==> src/rtl/ggvl_pkg.sv <==
// ----------------------------------------------------------------------------
// ggvl_pkg
// Shared sizes, codes and controller/datapath interface types for the greedy
// graph vertex labeler.
// ----------------------------------------------------------------------------
package ggvl_pkg;

    localparam int MAX_VERTICES = 64;
    localparam int VIDX_W       = $clog2(MAX_VERTICES);
    localparam int EFF_W        = $clog2(MAX_VERTICES + 1);
    localparam int CNT_W        = 7;
    localparam int LABEL_W      = 2;
    localparam int REQ_W        = 3;

    typedef logic [VIDX_W-1:0]       vidx_t;
    typedef logic [MAX_VERTICES-1:0] row_t;
    typedef logic [LABEL_W-1:0]      label_t;
    typedef logic [REQ_W-1:0]        req_code_t;

    // request codes
    localparam req_code_t REQ_ADD_EDGE   = 3'd0;
    localparam req_code_t REQ_VISIT      = 3'd1;
    localparam req_code_t REQ_READ       = 3'd2;
    localparam req_code_t REQ_CLR_LABELS = 3'd3;
    localparam req_code_t REQ_CLR_GRAPH  = 3'd4;

    // label values
    localparam label_t LBL_CENTRE  = 2'd0; // visited, had unlabeled neighbours
    localparam label_t LBL_SETTLED = 2'd1; // all neighbours already labeled
    localparam label_t LBL_PLAIN   = 2'd2; // isolated vertex or later neighbour
    localparam label_t LBL_FIRST   = 2'd3; // lowest-numbered neighbour

    // register map
    localparam int REG_VERTEX_COUNT = 0;

    typedef struct packed {
        logic load;       // capture the accepted request
        logic row_rd;     // read adjacency row
        logic row_wr;     // write adjacency row
        logic row_sel_b;  // row address is vertex_b, else vertex_a
        logic clr_mask;   // clear labeled mask
        logic clr_rows;   // clear adjacency row valid bits
        logic vis_mark;   // label the visited vertex, capture neighbours
        logic scan_step;  // label one neighbour slot and advance
        logic lab_rd;     // read label of vertex_a
        logic out_load;   // load the result register
    } ggvl_cmd_t;

    typedef struct packed {
        logic add_ok;
        logic visit_go;
        logic clr_lab;
        logic clr_graph;
        logic nb_pending;  // visited vertex has unlabeled neighbours
        logic scan_last;
        logic out_free;
    } ggvl_status_t;

endpackage

==> src/rtl/ggvl_dpath.sv <==
// ----------------------------------------------------------------------------
// ggvl_dpath
// Datapath: adjacency row memory with per-row valid bits, label memory,
// labeled mask, neighbour scan counter and the result register.
// ----------------------------------------------------------------------------
module ggvl_dpath (
    input  logic                        aclk,
    input  logic                        aresetn,
    input  ggvl_pkg::ggvl_cmd_t         cmd,
    output ggvl_pkg::ggvl_status_t      st,
    input  ggvl_pkg::req_code_t         s_req,
    input  ggvl_pkg::vidx_t             s_a,
    input  ggvl_pkg::vidx_t             s_b,
    input  logic [ggvl_pkg::CNT_W-1:0]  vertex_count,
    output logic                        m_tvalid,
    output logic [7:0]                  m_tdata,
    input  logic                        m_tready
);

    ggvl_pkg::req_code_t              req_reg;
    ggvl_pkg::vidx_t                  a_reg;
    ggvl_pkg::vidx_t                  b_reg;

    ggvl_pkg::row_t                   row_mem [ggvl_pkg::MAX_VERTICES];
    ggvl_pkg::row_t                   row_vld_reg;
    ggvl_pkg::row_t                   row_q_reg;
    logic                             row_q_vld_reg;

    ggvl_pkg::label_t                 lab_mem [ggvl_pkg::MAX_VERTICES];
    ggvl_pkg::label_t                 lab_q_reg;
    ggvl_pkg::row_t                   mask_reg;

    ggvl_pkg::row_t                   nb_reg;
    ggvl_pkg::vidx_t                  idx_reg;
    logic                             first_reg;

    logic                             out_vld_reg;
    logic [7:0]                       out_data_reg;

    logic [ggvl_pkg::EFF_W-1:0]       cnt_eff;
    ggvl_pkg::row_t                   active;
    logic                             a_ok, b_ok;
    logic                             is_add, is_visit, is_read;
    logic                             bad, show;
    ggvl_pkg::vidx_t                  row_addr, row_other;
    ggvl_pkg::row_t                   row_base, row_wdata;
    ggvl_pkg::row_t                   nb;
    logic                             nb_any, nb_unl;
    ggvl_pkg::label_t                 vis_label;
    logic                             lab_we;
    ggvl_pkg::vidx_t                  lab_waddr;
    ggvl_pkg::label_t                 lab_wdata;
    ggvl_pkg::label_t                 out_label;
    logic                             out_is_lab;

    // count in effect, capped at the matrix size
    always_comb begin
        if (int'(vertex_count) >= ggvl_pkg::MAX_VERTICES) begin
            cnt_eff = ggvl_pkg::EFF_W'(ggvl_pkg::MAX_VERTICES);
        end else begin
            cnt_eff = ggvl_pkg::EFF_W'(vertex_count);
        end
    end

    always_comb begin
        for (int i = 0; i < ggvl_pkg::MAX_VERTICES; i++) begin
            active[i] = (i < int'(cnt_eff));
        end
    end

    assign a_ok     = (ggvl_pkg::EFF_W'(a_reg) < cnt_eff);
    assign b_ok     = (ggvl_pkg::EFF_W'(b_reg) < cnt_eff);
    assign is_add   = (req_reg == ggvl_pkg::REQ_ADD_EDGE);
    assign is_visit = (req_reg == ggvl_pkg::REQ_VISIT);
    assign is_read  = (req_reg == ggvl_pkg::REQ_READ);
    assign bad      = (is_add && !(a_ok && b_ok)) || ((is_visit || is_read) && !a_ok);
    assign show     = a_ok && !bad;

    // request capture
    always_ff @(posedge aclk) begin
        if (cmd.load) begin
            req_reg <= s_req;
            a_reg   <= s_a;
            b_reg   <= s_b;
        end
    end

    // adjacency rows: one read and one write port, registered read
    assign row_addr  = cmd.row_sel_b ? b_reg : a_reg;
    assign row_other = cmd.row_sel_b ? a_reg : b_reg;
    assign row_base  = row_q_vld_reg ? row_q_reg : '0;
    assign row_wdata = row_base | (ggvl_pkg::row_t'(1) << row_other);

    always_ff @(posedge aclk) begin
        if (cmd.row_wr) begin
            row_mem[row_addr] <= row_wdata;
        end
        if (cmd.row_rd) begin
            row_q_reg     <= row_mem[row_addr];
            row_q_vld_reg <= row_vld_reg[row_addr];
        end
    end

    always_ff @(posedge aclk) begin
        if (!aresetn) begin
            row_vld_reg <= '0;
        end else if (cmd.clr_rows) begin
            row_vld_reg <= '0;
        end else if (cmd.row_wr) begin
            row_vld_reg[row_addr] <= 1'b1;
        end
    end

    // neighbours of the visited vertex
    assign nb     = row_base & active;
    assign nb_any = |nb;
    assign nb_unl = |(nb & ~mask_reg);

    always_comb begin
        if (!nb_any) begin
            vis_label = ggvl_pkg::LBL_PLAIN;
        end else if (!nb_unl) begin
            vis_label = ggvl_pkg::LBL_SETTLED;
        end else begin
            vis_label = ggvl_pkg::LBL_CENTRE;
        end
    end

    // labels: the mask doubles as valid bits, so an unmarked entry reads zero
    assign lab_we    = cmd.vis_mark || (cmd.scan_step && nb_reg[idx_reg]);
    assign lab_waddr = cmd.vis_mark ? a_reg : idx_reg;
    assign lab_wdata = cmd.vis_mark ? vis_label :
                       (first_reg ? ggvl_pkg::LBL_FIRST : ggvl_pkg::LBL_PLAIN);

    always_ff @(posedge aclk) begin
        if (lab_we) begin
            lab_mem[lab_waddr] <= lab_wdata;
        end
        if (cmd.lab_rd) begin
            lab_q_reg <= lab_mem[a_reg];
        end
        if (cmd.vis_mark) begin
            nb_reg <= nb;
        end
    end

    always_ff @(posedge aclk) begin
        if (!aresetn) begin
            mask_reg <= '0;
        end else if (cmd.clr_mask) begin
            mask_reg <= '0;
        end else if (lab_we) begin
            mask_reg[lab_waddr] <= 1'b1;
        end
    end

    // neighbour scan, one slot a cycle
    always_ff @(posedge aclk) begin
        if (!aresetn) begin
            idx_reg   <= '0;
            first_reg <= 1'b1;
        end else if (cmd.vis_mark) begin
            idx_reg   <= '0;
            first_reg <= 1'b1;
        end else if (cmd.scan_step) begin
            idx_reg <= idx_reg + ggvl_pkg::vidx_t'(1);
            if (nb_reg[idx_reg]) begin
                first_reg <= 1'b0;
            end
        end
    end

    // result register
    assign out_is_lab = show && mask_reg[a_reg];
    assign out_label  = out_is_lab ? lab_q_reg : '0;

    always_ff @(posedge aclk) begin
        if (!aresetn) begin
            out_vld_reg <= 1'b0;
        end else if (cmd.out_load) begin
            out_vld_reg <= 1'b1;
        end else if (m_tready) begin
            out_vld_reg <= 1'b0;
        end
    end

    always_ff @(posedge aclk) begin
        if (cmd.out_load) begin
            out_data_reg <= {4'b0000, bad, out_is_lab, out_label};
        end
    end

    assign m_tvalid = out_vld_reg;
    assign m_tdata  = out_data_reg;

    always_comb begin
        st.add_ok     = is_add && a_ok && b_ok;
        st.visit_go   = is_visit && a_ok && !mask_reg[a_reg];
        st.clr_lab    = (req_reg == ggvl_pkg::REQ_CLR_LABELS);
        st.clr_graph  = (req_reg == ggvl_pkg::REQ_CLR_GRAPH);
        st.nb_pending = nb_any && nb_unl;
        st.scan_last  = (idx_reg == ggvl_pkg::vidx_t'(ggvl_pkg::MAX_VERTICES - 1));
        st.out_free   = !out_vld_reg || m_tready;
    end

endmodule

==> src/rtl/ggvl_ctrl.sv <==
// ----------------------------------------------------------------------------
// ggvl_ctrl
// Controller: sequences row read-modify-writes, visits, the neighbour scan
// and the result hand-off.
// ----------------------------------------------------------------------------
module ggvl_ctrl (
    input  logic                   aclk,
    input  logic                   aresetn,
    input  logic                   s_tvalid,
    output logic                   s_tready,
    input  ggvl_pkg::ggvl_status_t st,
    output ggvl_pkg::ggvl_cmd_t    cmd
);

    typedef enum logic [3:0] {
        ST_IDLE,
        ST_DISPATCH,
        ST_ADD_RD_A,
        ST_ADD_WR_A,
        ST_ADD_RD_B,
        ST_ADD_WR_B,
        ST_VIS_RD,
        ST_VIS_EVAL,
        ST_SCAN,
        ST_LAB_RD,
        ST_RESULT
    } state_t;

    state_t state_reg, state_next;
    logic   ready_reg;

    always_comb begin
        state_next = state_reg;
        cmd        = '0;
        case (state_reg)
            ST_IDLE: begin
                cmd.load = s_tvalid && ready_reg;
                if (s_tvalid && ready_reg) begin
                    state_next = ST_DISPATCH;
                end
            end
            ST_DISPATCH: begin
                cmd.clr_mask = st.clr_lab;
                cmd.clr_rows = st.clr_graph;
                if (st.add_ok) begin
                    state_next = ST_ADD_RD_A;
                end else if (st.visit_go) begin
                    state_next = ST_VIS_RD;
                end else begin
                    state_next = ST_LAB_RD;
                end
            end
            ST_ADD_RD_A: begin
                cmd.row_rd = 1'b1;
                state_next = ST_ADD_WR_A;
            end
            ST_ADD_WR_A: begin
                cmd.row_wr = 1'b1;
                state_next = ST_ADD_RD_B;
            end
            ST_ADD_RD_B: begin
                cmd.row_rd    = 1'b1;
                cmd.row_sel_b = 1'b1;
                state_next    = ST_ADD_WR_B;
            end
            ST_ADD_WR_B: begin
                cmd.row_wr    = 1'b1;
                cmd.row_sel_b = 1'b1;
                state_next    = ST_LAB_RD;
            end
            ST_VIS_RD: begin
                cmd.row_rd = 1'b1;
                state_next = ST_VIS_EVAL;
            end
            ST_VIS_EVAL: begin
                cmd.vis_mark = 1'b1;
                state_next   = st.nb_pending ? ST_SCAN : ST_LAB_RD;
            end
            ST_SCAN: begin
                cmd.scan_step = 1'b1;
                if (st.scan_last) begin
                    state_next = ST_LAB_RD;
                end
            end
            ST_LAB_RD: begin
                cmd.lab_rd = 1'b1;
                state_next = ST_RESULT;
            end
            ST_RESULT: begin
                // hold until the result register can take the answer
                if (st.out_free) begin
                    cmd.out_load = 1'b1;
                    state_next   = ST_IDLE;
                end
            end
            default: begin
                state_next = ST_IDLE;
            end
        endcase
    end

    always_ff @(posedge aclk) begin
        if (!aresetn) begin
            state_reg <= ST_IDLE;
            ready_reg <= 1'b1;
        end else begin
            state_reg <= state_next;
            ready_reg <= (state_next == ST_IDLE);
        end
    end

    assign s_tready = ready_reg;

endmodule

==> src/rtl/greedy_graph_vertex_labeler.sv <==
// ----------------------------------------------------------------------------
// greedy_graph_vertex_labeler
// Greedy vertex labeler over an undirected adjacency bit matrix, with a
// stream request channel, a stream result channel and an APB register port.
//
//   channel  | direction | handshake          | payload
//   ---------+-----------+--------------------+--------------------------------
//   s_       | in        | s_tvalid/s_tready  | tuser req_type, tdata a, b
//   m_       | out       | m_tvalid/m_tready  | tdata label, is_labeled, bad
//   apb      | in        | psel/penable/ready | vertex_count at byte address 0
//
// One request at a time. An add edge does two read-modify-writes on the row
// memory; a visit that labels neighbours scans all 64 slots, one a cycle.
// Reset clears row valid bits and the labeled mask at once: no clearing pass.
// A result waits in the output register while the next request is taken; that
// request then holds in its final state until the register frees.
// ----------------------------------------------------------------------------
module greedy_graph_vertex_labeler (
    input  logic        aclk,
    input  logic        aresetn,

    input  logic        s_tvalid,
    output logic        s_tready,
    input  logic [15:0] s_tdata,   // [5:0] vertex_a, [11:6] vertex_b, [15:12] zero
    input  logic [2:0]  s_tuser,   // [2:0] req_type

    output logic        m_tvalid,
    input  logic        m_tready,
    output logic [7:0]  m_tdata,   // [1:0] label, [2] is_labeled, [3] bad_index

    input  logic        psel,
    input  logic        penable,
    input  logic        pwrite,
    input  logic [2:0]  paddr,
    input  logic [31:0] pwdata,
    output logic [31:0] prdata,
    output logic        pready
);

    ggvl_pkg::ggvl_cmd_t          cmd;
    ggvl_pkg::ggvl_status_t       st;
    logic [ggvl_pkg::CNT_W-1:0]   vertex_count_reg;
    logic                         reg_sel;

    // register index is the word address
    assign reg_sel = (int'(paddr[2]) == ggvl_pkg::REG_VERTEX_COUNT);
    assign pready  = 1'b1;

    always_ff @(posedge aclk) begin
        if (!aresetn) begin
            vertex_count_reg <= ggvl_pkg::CNT_W'(ggvl_pkg::MAX_VERTICES);
        end else if (psel && penable && pwrite && pready && reg_sel) begin
            vertex_count_reg <= pwdata[ggvl_pkg::CNT_W-1:0];
        end
    end

    assign prdata = reg_sel ? {{(32 - ggvl_pkg::CNT_W){1'b0}}, vertex_count_reg} : 32'd0;

    ggvl_ctrl u_ctrl (
        .aclk     (aclk),
        .aresetn  (aresetn),
        .s_tvalid (s_tvalid),
        .s_tready (s_tready),
        .st       (st),
        .cmd      (cmd)
    );

    ggvl_dpath u_dpath (
        .aclk         (aclk),
        .aresetn      (aresetn),
        .cmd          (cmd),
        .st           (st),
        .s_req        (s_tuser),
        .s_a          (s_tdata[5:0]),
        .s_b          (s_tdata[11:6]),
        .vertex_count (vertex_count_reg),
        .m_tvalid     (m_tvalid),
        .m_tdata      (m_tdata),
        .m_tready     (m_tready)
    );

endmodule

==> config.mk <==
export PLATFORM = sky130hd
export DESIGN_NAME = greedy_graph_vertex_labeler
export DESIGN_NICKNAME = d
export VERILOG_FILES = /design/src/rtl/ggvl_pkg.sv /design/src/rtl/ggvl_dpath.sv /design/src/rtl/ggvl_ctrl.sv /design/src/rtl/greedy_graph_vertex_labeler.sv
export SDC_FILE = /design/constraint.sdc
export NUM_CORES = 2
export LEC_CHECK = 0
export ABC_AREA = 1
export BUFFER_PORTS_ARGS = -buffer_cell sky130_fd_sc_hd__buf_2
export CAP_MARGIN = 20
export CORE_AREA = 10 10 663 665
export CTS_CLUSTER_SIZE = 25
export DETAILED_ROUTE_END_ITERATION = 12
export DIE_AREA = 0 0 673 675
export HOLD_SLACK_MARGIN = 0.03
export SYNTH_ARGS = -nofsm -noshare
export SYNTH_HDL_FRONTEND = slang
export SYNTH_MEMORY_MAX_BITS = 65536
export SYNTH_SLANG_ARGS = --single-unit
==> constraint.sdc <==
create_clock -name aclk -period 6.3 [get_ports aclk]
set_clock_uncertainty 0.1 [all_clocks]
set_input_delay 0.315 -clock aclk [delete_from_list [all_inputs] [get_ports aclk]]
set_output_delay 0.315 -clock aclk [all_outputs]
set_load 0.1 [all_outputs]
Yosys cells after proc, flatten, opt, wreduce, memory -nomap -nowiden
Memory sizes are Yosys's and may differ from the RTL's. A register that Yosys moved wholly into a read port is not among the register bits.
Cells that the tools add are included.
W data, S select, Z words.
- register bits: 232
- bits in latches: 0
- bits in writable memories: 4224
- ROM bits: 0
- logic and storage cells: 197
- memories kept: 2
- memory list (memory ; words ; bits a word ; read ports ; clocked after Yosys merged registers in ; wr ports ; RTL line ; source):
    u_dpath.row_mem ; 64 ; 64 ; 1 ; 1 ; 1 ; ggvl_dpath.sv:24 ; ggvl_pkg::row_t row_mem [ggvl_pkg::MAX_VERTICES];
    u_dpath.lab_mem ; 64 ; 2 ; 1 ; 1 ; 1 ; ggvl_dpath.sv:29 ; ggvl_pkg::label_t lab_mem [ggvl_pkg::MAX_VERTICES];
- add/subtract/negate cells: 1
- $mul: 0
- div/mod/pow operators: 0
- order comparisons: 73
- equality and inequality tests: 15
- shift-type cells: 1
- multiplexer cells: 43
- bitwise gates (word level): 8
- reductions and logical operators: 39
- operators by type and width (operator ; count):
    $lt A6 B7 Y1 const A ; 32
    $or A64 B64 Y64 ; 3
    $and A64 B64 Y64 ; 2
    $reduce_or A64 Y1 ; 2
    $lt A5 B7 Y1 const A ; 16
    $mux W64 ; 1
    $not A64 Y64 ; 1
    $shl A1 B6 Y64 const A ; 1
    $lt A4 B7 Y1 const A ; 8
    $pmux W4 S11 ; 1
    $lt A3 B7 Y1 const A ; 4
    $lt A6 B7 Y1 const B ; 4
    $mux W1 ; 23
    $mux W4 ; 5
    $bmux W1 S6 ; 3
    $mux W6 ; 3
    $logic_and A1 B1 Y1 ; 17
    $eq A4 B3 Y1 const B ; 4
    $lt A1 B7 Y1 const A ; 2
    $lt A2 B7 Y1 const A ; 2
    $lt A6 B7 Y1 ; 2
    $mux W7 ; 2
    $demux W1 S6 ; 2
    $eq A4 B4 Y1 const B ; 3
    19 further kinds ; 37

Longest topological paths before layout
- depth after elaboration: 10
- gate-level depth with buffers: 19

Modules after synthesis
Synthesis repeated with hierarchy kept, for this count alone.
- cell total of the unflattened synthesis: 11444
- area total of the unflattened synthesis: 170282.1 µm²
- modules (own cells, without submodules) (module ; times used ; cells each ; area an instance (µm²) ; sequential area each (µm²)):
    ggvl_dpath ; 1 ; 11275 ; 169239.8 ; 134068.6
    greedy_graph_vertex_labeler ; 1 ; 90 ; 600.6 ; 140.1
    ggvl_ctrl ; 1 ; 79 ; 441.7 ; 100.1

Worst setup path before layout
Ideal clock, no wire load.
- path kind: register -> register
- start point: register u_ctrl.state_reg[2]
- end point: memory u_dpath.row_mem[0][13] in the netlist's numbering, data pin
- library setup time: 0.702 ns
- data arrival time: 4.334 ns
- data required time: 5.498 ns
- slack: 1.164 ns
- stages on the path, launching flop included: 11
- period minus slack after synthesis: 5.136 ns
- cells stage by stage: dfxtp_1 inv_2 nor2_4 nand2_2 buf_4 clkbuf_1 o21ai_0 inv_1 nor2_1 nand3_1 o21ai_0
- cells in the longest elaborated chain, start to end: 6
- elaborated cells between the ends (all ways): 7
- classes of those cells: eq/ne: 2; shift: 1; mux: 2; bitwise: 1; reduce/logical: 1
- RTL lines (element ; RTL line ; source):
    start, declared ; ggvl_ctrl.sv:29 ; state_t state_reg, state_next;
    start signal, assigned ; ggvl_ctrl.sv:107 ; state_reg <= state_next;
    $eq A4 B3 Y1 ; ggvl_ctrl.sv:35 ; case (state_reg)
    $reduce_or A2 Y1 (no source line) * ; -- ;
    $mux W1 * ; ggvl_ctrl.sv:35 ;
    $mux W6 * ; ggvl_dpath.sv:90 ; assign row_other = cmd.row_sel_b ? a_reg : b_reg;
    $shl A1 B6 Y64 * ; ggvl_dpath.sv:92 ; assign row_wdata = row_base | (ggvl_pkg::row_t'(1) << row_other);
    $or A64 B64 Y64 * ; ggvl_dpath.sv:92 ;
    via u_dpath.row_wdata[13] ; ggvl_dpath.sv:46 ; ggvl_pkg::row_t row_base, row_wdata;
    end, declared ; ggvl_dpath.sv:24 ;
Mark *: on every way through the listed nets, which the timed path passes. The rest lies on a longest branch.

Worst setup path after layout
- start point: register u_ctrl.state_reg[2]
- end point: memory u_dpath.row_mem[25][43] in the netlist's numbering (enable)
- cells in the longest elaborated chain, start to end: 5
- elaborated cells between the ends (all ways): 10
- classes of those cells: eq/ne: 3; mux: 5; reduce/logical: 2
- RTL lines (element ; RTL line ; source):
    $eq A4 B2 Y1 / $eq A4 B3 Y1 (equally long branches) ; ggvl_ctrl.sv:35 ;
    $reduce_or A2 Y1 (no source line) ; -- ;
    $mux W1 ; ggvl_ctrl.sv:35 ;
    $mux W1 ; ggvl_dpath.sv:95 ; if (cmd.row_wr) begin
    $mux W1 (not written as such) ; ggvl_dpath.sv:96 ; row_mem[row_addr] <= row_wdata;
Parallel ways exist; a longest one is shown, timed or not.

==> flow_metrics.tcl <==
set metrics [dict create \
    status "finished, final reports clean" \
    root_buffer "clkbuf_16" \
    hold_violations 0 \
    die_h_um 675 \
    switching_power_w 0.0229 \
    die_x_um 673 \
    syn_avg_cell_area_sq_um 15.2 \
    firstDrtPassIters 8 \
    fmax_mhz 207 \
    grt_remaining_overflow 0 \
    synth.distinct_cells 44 \
    yosysTopAreaCellShare_pct 77.4 \
    antenna_found_initial 13 \
    start_util_pct 39.8 \
    dp_cells 16700 \
    dieArea_sq_um 454000 \
    wirelength_um 578000 \
    num-fill-cells 36400 \
    viasPerCell 6.16 \
    synth_cells 11200 \
    p_per_area_nw_per_um2 392 \
    grt_pass1_wl_um 795000 \
    p_leak_nw 62.9 \
    yosys_register_bits 4522 \
    initialDrtViolationCount 16900 \
    arrival_ns 5.35 \
    cp_max_fo 33 \
    final_cell_count_no_fill 17500 \
    htreeDepth 5 \
    cts_max_path_buffers 4 \
    area_growth_pct 14.6 \
    pwr-share-clk_pct 33.5 \
    worst_skew_pair.late_latency_ns 1.01 \
    fin_crit_sh_pct 76.6 \
    relSlewSlack_pct 15.8 \
    grt_max_degree 89 \
    core_area_sq_um 426000 \
    dp_slack_ns 1.63 \
    io_buffer_count 42 \
    tightestPinTransition_ns 1.26 \
    clkTransAtPathRegs_ns 0.06 \
    grt_pass1_vias 104000 \
    power.share.combinational_pct 20.5 \
    placed_cell_area_sq_um 180000 \
    cts_tree "built" \
    endpoint_kind "flip-flop" \
    largest_reg_flops 4096 \
    reg2reg_from "u_ctrl.state_reg[2]" \
    grt_usage_pct 24.4 \
    stdcell_area_sq_um 194000 \
    finalWorstSetupSlack_ns 1.47 \
    wl_per_cell_um 33.0 \
    power.share.sequential_pct 46.1 \
    drive_gt1_share_pct 10.5 \
    rsz0062_at_grt "false" \
    yosys_warnings 0 \
    io_pins 104 \
    crit_type "flip-flop to flip-flop" \
    min_from "aresetn" \
    synth_top_area_cell "edfxtp_1" \
    irDropWorstVdd_mv 0.292 \
    synthMostInstantiatedCell "edfxtp_1" \
    fin_crit_ns 4.83 \
    hpwl_um 295000 \
    tns_ns 0 \
    vias 108000 \
    ys.flop_type "edfxtp_1" \
    synthTopCellsByArea "edfxtp_1 77%, a22oi_1 7.9%, nand2_1 4.0%" \
    power_w 0.0762 \
    synthTopCellsByCount "4374 x edfxtp_1, 1803 x nand2_1, 1790 x a22oi_1" \
    nets 11500 \
    worstHoldPathType "input pin to flip-flop" \
    start_kind "flip-flop" \
    drc 0 \
    netlist_area_sq_um 170000 \
    drtAntennaViolNets 0 \
    rows 240 \
    startpoint "u_ctrl.state_reg[2]" \
    slew_viol_final 0 \
    synth-seq-area-share_pct 79.2 \
    cts_setup_buffers 0 \
    async_flop_share_pct 0 \
    critPathRequiredTime_ns 6.82 \
    finalSetupViolations 0 \
    cts_inserted_buffers 435 \
    largest-register "u_dpath.row_mem" \
    drv_cap 0 \
    synth-edff-count 4374 \
    switching_share_pct 30.1 \
    post_cts_resized 0 \
    reg.largest.list "u_dpath.row_mem x4096, u_dpath.lab_mem x128" \
    clock_sinks 4522 \
    cell_internal_pwr_w 0.0533 \
    gp_congestion 0.955 \
]
==> critical path: stages (launching register included) <==
cell,delay (ns)
dfxtp_1,0.40
inv_2,0.06
nor2_4,0.13
nand2_2,0.36
o21ai_1,1.00
inv_1,0.40
nor3_4,0.30
inv_2,0.17
nor2_1,0.14
inv_2,0.12
nor2_4,0.62
buf_12,0.39
==> cell type report <==
class                      instances  area, sq um  share of cell area, %
antenna                            6         15.0                0.00772
timing repair buffer             499         5710                   2.94
inverter                         306         1210                  0.622
sequential                      4522       134000                   69.1
multi-input combinational       5710        32300                   16.6
clock buffer                     544        11500                   5.94
tap                             5687         7120                   3.66
clock inverter                   262         2250                   1.16
==> metrics by stage <==
| step | utilization (%) | hold slack, ns |
|---|---|---|
| global route | 45.6 | 0.172 |
| detailed placement | 42.2 | 0.335 |
| CTS | 45.6 | 0.0767 |
| global placement | 42.2 | 0.344 |
| floorplan | - | 0.314 |
| finish | 45.6 | 0.154 |
==> power by group through the flow <==
stage / registers (W) / clock network (W) / logic [W]
after floorplan: 0.0359 / 0 / 0.00878
after global placement: 0.0357 / 0 / 0.0149
after detailed placement: 0.0357 / 0 / 0.0152
after CTS: 0.0351 / 0.0257 / 0.0153
after global routing: 0.0351 / 0.0269 / 0.0166
final: 0.0351 / 0.0255 / 0.0156
==> placed cells by master (no fill, tap or decap), types with 13 or more instances in the layout <==
cell type,n
a22oi_1,1790
clkbuf_16,443
nand4_1,539
o21ai_4,62
buf_12,145
clkbuf_1,92
edfxtp_1,4374
a21oi_1,124
dlygate4sd3_1,60
o21ai_1,51
nand3_1,267
nor2_4,67
dfxtp_1,148
clkinv_2,85
nand2_1,1801
buf_2,42
nor2_1,578
inv_1,277
o21ai_0,245
clkinvlp_4,13
o22ai_1,49
conb_1,30
inv_2,18
bufinv_16,32
clkinv_1,106
buf_4,246
nor3_1,16
==> path summary, 6_finish.rpt <==
check / end / slack, ns / cells past startpoint
setup reg to reg: u_dpath.row_mem[25][43] / 1.47 / 11
hold reg to reg: u_dpath.first_reg / 0.36 / 2
hold / removal: u_ctrl.state_reg[0] / 0.15 / 4
setup / recovery: u_dpath.row_mem[25][43] / 1.47 / 11
==> timing repair <==
action,in CTS,in global routing
hold buffers,60,0
endpoints found under the hold margin,54,0
endpoints found under the setup margin,0,0
==> logic make-up after synthesis <==
kind of cell               Yosys count  synth area share, %
DFF                               4522                 79.2
AOI/OAI and AO/OA                 2360                 9.70
xor gates and xnor gates             1              0.00516
adders and majority gates           11               0.0811
other                                2              0.00443
buffers and inverters              966                 2.62
and+or+nand+nor                   3308                 8.42
==> routing by layer <==
layer / track usage, % / vias to the layer above / part of all wire [%]
met5: 0.263 / - / 0.039
met4: 9.82 / 10 / 4.7
met1: 32.3 / 55300 / 37
met3: 6.23 / 1370 / 13
li1: - / 43800 / -
met2: 38.5 / 7643 / 46
Note: power is estimated with default switching activity, not from simulation.
